<file path="config.mk">
export PLATFORM = sky130hd
export DESIGN_NAME = beu_front
export DESIGN_NICKNAME = d
export VERILOG_FILES = /design/src/design/beu_pkg.sv /design/src/design/beu_front.sv
export SDC_FILE = /design/constraint.sdc
export NUM_CORES = 1
export LEC_CHECK = 0
export BUFFER_PORTS_ARGS = -buffer_cell sky130_fd_sc_hd__buf_4
export CAP_MARGIN = 20
export CELL_PAD_IN_SITES_DETAIL_PLACEMENT = 1
export CELL_PAD_IN_SITES_GLOBAL_PLACEMENT = 1
export CORE_ASPECT_RATIO = 1.25
export CORE_UTILIZATION = 40
export CTS_BUF_LIST = sky130_fd_sc_hd__clkbuf_4
export DETAILED_ROUTE_END_ITERATION = 16
export GPL_TIMING_DRIVEN = 0
export PLACE_DENSITY_LB_ADDON = 0.2
export SETUP_SLACK_MARGIN = 0.2
export SYNTH_ARGS = -nofsm -noshare
export SYNTH_HDL_FRONTEND = slang
export SYNTH_SLANG_ARGS = --single-unit
</file>
<file path="constraint.sdc">
create_clock -name clk -period 4.35 [get_ports clk]
set_input_delay 0.87 -clock clk [delete_from_list [all_inputs] [get_ports clk]]
set_output_delay 0.87 -clock clk [all_outputs]
set_load 0.01 [all_outputs]
</file>
<file path="src/design/beu_pkg.sv">
package beu_pkg;

	localparam int RegCount   = 16;
	localparam int RegBits    = $clog2(RegCount);
	localparam int TableDepth = 256;
	localparam int TableBits  = $clog2(TableDepth);
	localparam int PcBits     = 18;
	localparam int QueueDepth = 2;

	localparam logic [4:0] OP_NOP   = 5'd1;
	localparam logic [4:0] OP_LOAD  = 5'd2;
	localparam logic [4:0] OP_ADD   = 5'd3;
	localparam logic [4:0] OP_SUB   = 5'd4;
	localparam logic [4:0] OP_MUL   = 5'd5;
	localparam logic [4:0] OP_DIV   = 5'd6;
	localparam logic [4:0] OP_AND   = 5'd7;
	localparam logic [4:0] OP_NOT   = 5'd8;
	localparam logic [4:0] OP_OR    = 5'd9;
	localparam logic [4:0] OP_XOR   = 5'd10;
	localparam logic [4:0] OP_ADDI  = 5'd11;
	localparam logic [4:0] OP_SUBI  = 5'd12;
	localparam logic [4:0] OP_MULI  = 5'd13;
	localparam logic [4:0] OP_DIVI  = 5'd14;
	localparam logic [4:0] OP_JMP   = 5'd15;
	localparam logic [4:0] OP_JNZ   = 5'd16;
	localparam logic [4:0] OP_JZ    = 5'd17;
	localparam logic [4:0] OP_JBT   = 5'd18;
	localparam logic [4:0] OP_JST   = 5'd19;
	localparam logic [4:0] OP_JNE   = 5'd20;
	localparam logic [4:0] OP_JE    = 5'd21;
	localparam logic [4:0] OP_JBE   = 5'd22;
	localparam logic [4:0] OP_JSE   = 5'd23;
	localparam logic [4:0] OP_CMP   = 5'd24;
	localparam logic [4:0] OP_INC   = 5'd25;
	localparam logic [4:0] OP_STORE = 5'd26;
	localparam logic [4:0] OP_GET   = 5'd27;
	localparam logic [4:0] OP_HALT  = 5'd28;

	localparam logic [1:0] ST_RUN  = 2'd0;
	localparam logic [1:0] ST_HALT = 2'd1;
	localparam logic [1:0] ST_ILL  = 2'd2;
	localparam logic [1:0] ST_DIV0 = 2'd3;

	typedef enum logic [3:0] {
		K_NONE, K_LOAD, K_ADD, K_SUB, K_MUL, K_DIV, K_AND, K_NOT, K_OR, K_XOR,
		K_INC, K_CMP, K_STORE, K_GET, K_JFLAG, K_JREG
	} kind_t;

	// classified instruction handed from front to back
	typedef struct packed {
		kind_t                 kind;
		logic [1:0]            status;
		logic [2:0]            len;
		logic [2:0]            cond;
		logic [RegBits-1:0]    ra;
		logic [RegBits-1:0]    rb;
		logic [31:0]           imm;
		logic [TableBits-1:0]  ti;
		logic [PcBits-1:0]     tgt;
	} uop_t;

	// cond codes
	localparam logic [2:0] C_ALWAYS = 3'd0;
	localparam logic [2:0] C_NZ     = 3'd1;
	localparam logic [2:0] C_Z      = 3'd2;
	localparam logic [2:0] C_NE     = 3'd3;
	localparam logic [2:0] C_E      = 3'd4;
	localparam logic [2:0] C_GT     = 3'd5;
	localparam logic [2:0] C_LT     = 3'd6;
	localparam logic [2:0] C_GE     = 3'd7;
	localparam logic [2:0] C_LE     = 3'd1;

endpackage

</file>
<file path="src/design/beu_front.sv">
module beu_front
	import beu_pkg::*;
(
	input  logic                 clk,
	input  logic                 arst_n,
	input  logic                 in_valid,
	output logic                 in_ready,
	input  logic [4:0]           func,
	input  logic [3:0]           reg_a,
	input  logic [3:0]           reg_b,
	input  logic signed [31:0]   immediate,
	input  logic [7:0]           table_index,
	input  logic [17:0]          target,
	output logic                 q_valid,
	input  logic                 q_ready,
	output uop_t                 q_uop
);

	uop_t                  mem_q [QueueDepth];
	logic [$clog2(QueueDepth)-1:0] wp_q, rp_q;
	logic [$clog2(QueueDepth):0]   cnt_q;
	uop_t                  u;
	logic                  push, pop;

	always_comb begin
		u        = '0;
		u.kind   = K_NONE;
		u.status = ST_RUN;
		u.len    = 3'd3;
		u.cond   = C_ALWAYS;
		u.ra     = reg_a[RegBits-1:0];
		u.rb     = reg_b[RegBits-1:0];
		u.imm    = immediate;
		u.ti     = table_index[TableBits-1:0];
		u.tgt    = target[PcBits-1:0];
		case (func) inside
			OP_NOP:                 u.len = 3'd1;
			OP_LOAD:                u.kind = K_LOAD;
			OP_ADD, OP_ADDI:        u.kind = K_ADD;
			OP_SUB, OP_SUBI:        u.kind = K_SUB;
			OP_MUL, OP_MULI:        u.kind = K_MUL;
			OP_DIV, OP_DIVI:        u.kind = K_DIV;
			OP_AND:                 u.kind = K_AND;
			OP_NOT:                 u.kind = K_NOT;
			OP_OR:                  u.kind = K_OR;
			OP_XOR:                 u.kind = K_XOR;
			OP_JMP: begin u.kind = K_JFLAG; u.len = 3'd2; u.cond = C_ALWAYS; end
			OP_JNZ: begin u.kind = K_JFLAG; u.cond = C_NZ; end
			OP_JZ:  begin u.kind = K_JFLAG; u.cond = C_Z; end
			OP_JNE: begin u.kind = K_JFLAG; u.len = 3'd2; u.cond = C_NE; end
			OP_JE:  begin u.kind = K_JFLAG; u.len = 3'd2; u.cond = C_E; end
			OP_JBT: begin u.kind = K_JREG; u.len = 3'd4; u.cond = C_GT; end
			OP_JST: begin u.kind = K_JREG; u.len = 3'd4; u.cond = C_LT; end
			OP_JBE: begin u.kind = K_JREG; u.len = 3'd4; u.cond = C_GE; end
			OP_JSE: begin u.kind = K_JREG; u.len = 3'd4; u.cond = C_LE; end
			OP_CMP:                 u.kind = K_CMP;
			OP_INC: begin u.kind = K_INC; u.len = 3'd2; end
			OP_STORE:               u.kind = K_STORE;
			OP_GET:                 u.kind = K_GET;
			OP_HALT: begin u.len = 3'd1; u.status = ST_HALT; end
			default: begin u.len = 3'd1; u.status = ST_ILL; end
		endcase
	end

	assign in_ready = (cnt_q != QueueDepth[$clog2(QueueDepth):0]);
	assign q_valid  = (cnt_q != '0);
	assign push     = in_valid && in_ready;
	assign pop      = q_valid && q_ready;
	assign q_uop    = mem_q[rp_q];

	always_ff @(posedge clk) begin
		if (push) mem_q[wp_q] <= u;
	end

	always_ff @(posedge clk or negedge arst_n) begin
		if (!arst_n) begin
			wp_q  <= '0;
			rp_q  <= '0;
			cnt_q <= '0;
		end else begin
			if (push) wp_q <= wp_q + 1'b1;
			if (pop)  rp_q <= rp_q + 1'b1;
			cnt_q <= cnt_q + {{$clog2(QueueDepth){1'b0}}, push}
				- {{$clog2(QueueDepth){1'b0}}, pop};
		end
	end

endmodule

</file>
# After elaboration in Yosys (flattened, before gate mapping)
# Memories as Yosys holds them, arrays and structs flattened.
# Cells that the tools add are included.
[op_classes] addsub=4 n_eq_ne=29 mux=91 n_reduce_logical=7
[op_table] op="$mux W3" n=37
[op_table] op="$mux W4" n=23
[op_table] op="$eq A5 B5 Y1 const B" n=13
[op_table] op="$mux W2" n=28
[op_table] op="$eq A5 B4 Y1 const B" n=8
[op_table] op="$eq A5 B3 Y1 const B" n=4
[op_table] op="$eq A5 B2 Y1 const B" n=2
[op_table] op="$reduce_or A2 Y1" n=4
[op_table] op="$eq A5 B1 Y1 const B" n=1
[op_table] op="$mux W1" n=3
[op_table] op="$add A1 B1 Y1 const B" n=2
[op_table] op="$add A2 B1 Y2" n=1
[op_table] op="$logic_and A1 B1 Y1" n=2
[op_table] op="$ne A2 B2 Y1 const B" n=1
[op_table] op="$reduce_bool A2 Y1" n=1
[op_table] op="$sub A2 B1 Y2" n=1
[word_totals] register_bits=4 mem_bits_rw=156 in_bits=75 wordCells=135 mem_count=1
[memory_table] name="mem_q" depth=2 width=78 read_ports=1 rd_ports_with_merged_regs=0 write_ports=1 line="beu_front.sv:19" text="uop_t mem_q [QueueDepth];"

# Longest topological paths before layout
[depth] word_depth=25 ltp_mapped=7 depth_no_buf=7

# Least setup slack after synthesis
# OpenSTA, ideal clock, no wires.
[synth_path] kind="in2reg" start="input port in_valid" end="memory mem_q[0][0] (netlist bit) (enable)" t_arrival_ps=4221 required_ps=3835 slack_ps=-385 path_stages=2 path_buffers=0 path_cell_list="nand2_1 nor2_1"
[synth_via] elab_chain_cells=3
[synth_lines] item="from (decl)" line="beu_front.sv:6" text="input logic in_valid,"
[synth_lines] item="$logic_and A1 B1 Y1" line="beu_front.sv:67" text="assign push = in_valid && in_ready;"
[synth_lines] item="$mux W1" line="beu_front.sv:72" text="if (push) mem_q[wp_q] <= u;"
[synth_lines] item="$mux W1 (implied by the code)" line="beu_front.sv:72"
[synth_lines] item="to (decl)" line="beu_front.sv:19"
# Every way passes these cells.

==> reports/metrics.yaml <==
yosys:
  yosys_warnings: 0
  ys_ff_latch: 160
  yosysTopAreaCellShare_pct: 76.28
  ys_seq_area_share_pct: 77.91
  synthDistinctLibCells: 32
  syn_area_per_cell_um2: 19.94
  syn_area_mm2: 0.006141
  synth.area.top_cells: "edfxtp_1 76%, mux2_2 12%, mux2_4 2.4%"
  syn_inst: 308
  yosysTopAreaCell: "edfxtp_1"
  synth_nets: 385
timing:
  worst_slew_pin_slew_ns: 0.9397
  setup_viol: 0
  final_max_slew_viol_count: 0
  finalCritPeriodShare_pct: 62.55
  clock_skew_ns: 0.01619
  tns_ns: 0
  slew_headroom_pct: 37.21
  rsz0062_at_grt: "no"
  hold_viol: 0
  fmax_mhz: 367.5
  min_period_ns: 2.721
  whs_ns: 0.1100
cts:
  cts_hold_buf: 0
  worstSkewPairLatency_ns: 0.52
  post_cts_buffers: 0
  cts_root_buffer: "clkbuf_4"
  clockBufferDepth: 2
  clock_sinks: 160
  htreeDepth: 4
  cts_resized: 0
  cts_tree: "yes"
  clk_pin_slew_ns: 0.13
  cts_made_buffers: 17
worst_setup_path:
  cp-start-kind: "flip-flop"
  r2r_end: "mem_q[0][64]"
  end_kind: "output port"
  crit_start: "rp_q"
  worstSetupPathType: "flip-flop to output port"
  crit_path_max_fanout: 10
  r2r_start: "cnt_q[1]"
  required_ns: 3.48
  crit_chain: "buf_6, buf_6, buf_6, mux2_4, buf_4"
  cp_data_arrival_time_ns: 1.85
  max_stage_delay_ns: 0.37
  crit_top_cell: "buf_6"
  reg2regPathDepth: 4
  r2r_slack_ns: 2.25
  crit_end: "q_uop[71]"
  slowest_stage: "dfrtp_1"
global_routing:
  grt_overflow_total: 0
  grt_pass1_vias: 3526
  grt_usage_pct: 15.88
  grt_pass1_wl_mm: 18.30
  grt_max_degree: 49
  antenna_found_initial: 1
flow_run:
  cap_violations: 0
cells_and_area:
  drive_gt1_share_pct: 57.26
  final_cells: 679
  finalInstanceArea_mm2: 0.007906
  mostFrequentLayoutCells: "156 x edfxtp_1, 155 x buf_4, 68 x mux2_2"
  area_growth_pct: 28.75
  nets: 560
  layout_commonest_cell: "edfxtp_1"
  fillers: 1448
die:
  die_y_um: 140.5
  initial_core_util_pct: 40.90
  fp.dieW_um: 112.8
  ioPinCount: 155
  dieArea_mm2: 0.01586
  rows: 50
  core_region_area_mm2: 0.01501
route:
  vias_per_cell: 4.881
  drc: 0
  vias: 3314
  postRouteAntennaNets: 0
  firstDrtPassIters: 4
  drtIter0Drc: 164
  routed_wl_mm: 12.11
  wl_per_cell_um: 17.83
placement:
  gp_congestion: 0.7982
  dp_hpwl_mm: 8.368
  dpl-instance-area_mm2: 0.007605
  portBuffers: 153
  placedCellCount: 646
outcome:
  outcome: "completed"
pwr:
  power.density_mw_per_mm2: 618.7
  p_total_mw: 4.891
  p_leak_nw: 2.988
  ir_drop_mv: 0.2660
min_path:
  worst_hold_path_type: "primary input to asynchronous set/reset pin"
[layout make-up]
type	instances	area (um2)	share of cell area (%)
clock buffer	18	135.1	1.709
antenna	1	2.502	0.03165
inverter	4	15.01	0.1899
sequential	160	4785	60.52
multi-input combinational	130	1260	15.94
buffer	14	93.84	1.187
clock inverter	14	163.9	2.073
tap	182	227.7	2.880
timing repair buffer	156	1224	15.48
[state kept, by name, summed over array words and instances, names as in the netlist]
signal / count
rp_q: 1
wp_q: 1
mem_q: 156
cnt_q: 2
[worst max-delay path, delay by kind of cell (launching register included)]
kind	cells	cell delay, ns
buffers and inverters	4	0.64
DFF	1	0.37
muxes	1	0.31
[report_power, final]
part | internal (mW) | total, mW | switching, mW
Sequential | 2.10 | 2.18 | 0.0804
Combinational | 0.938 | 1.80 | 0.857
Clock | 0.404 | 0.912 | 0.508
Total | 3.45 | 4.89 | 1.45
[cell usage after synthesis, drive strengths merged]
master   count
a21boi       1
a21oi        5
a22o         2
a22oi        1
a2bb2oi      1
a31o         1
and2         1
and3         2
buf         14
dfrtp        4
edfxtp     156
ha           2
inv          4
mux2        78
mux2i        1
nand2        7
nand2b       5
nand3        1
nor2         5
nor3b        1
nor4b        1
o211ai       2
o21a         1
o21ai        4
o22ai        1
or2          2
xnor2        4
xor2         1
[worst min path at each step]
stage	slack, ns	endpoint	cells past startpoint
6_report	0.11	wp_q	1
5_1_grt	0.04	wp_q	1
4_1_cts	0.03	wp_q	1
3_5_place_dp	0.49	cnt_q[1]	1
3_3_place_gp	0.48	cnt_q[1]	1
2_1_floorplan	0.46	cnt_q[1]	1
[layer usage]
metal	wire length, um	track usage (%)	vias up
met1	4400	16.06	1664
met3	816	6.188	7
met2	6780	29.21	95
met4	110	5.895	0
met5	0	0	-
li1	-	-	1548
[per-stage QoR]
| step | utilization [%] | worst slack (ns) |
|---|---|---|
| final | 52.66 | 1.629 |
| after global routing | 52.66 | 1.480 |
| after CTS | 52.64 | 1.522 |
| after detailed placement | 50.65 | 1.826 |
| after global placement | 50.08 | -0.3602 |
| after floorplan | - | 0.9232 |
[logic make-up after synthesis]
| logic type | synth area share [%] |
|---|---|
| flip-flops | 77.91 |
| adder cells (fa/ha/maj) | 0.4074 |
| XOR/XNOR | 0.7131 |
| AO/OA/AOI/OAI | 2.017 |
| AND/OR/NAND/NOR | 2.099 |
| buffers and inverters | 1.772 |
| multiplexers | 15.08 |
Note: power is estimated with default switching activity, not from simulation.
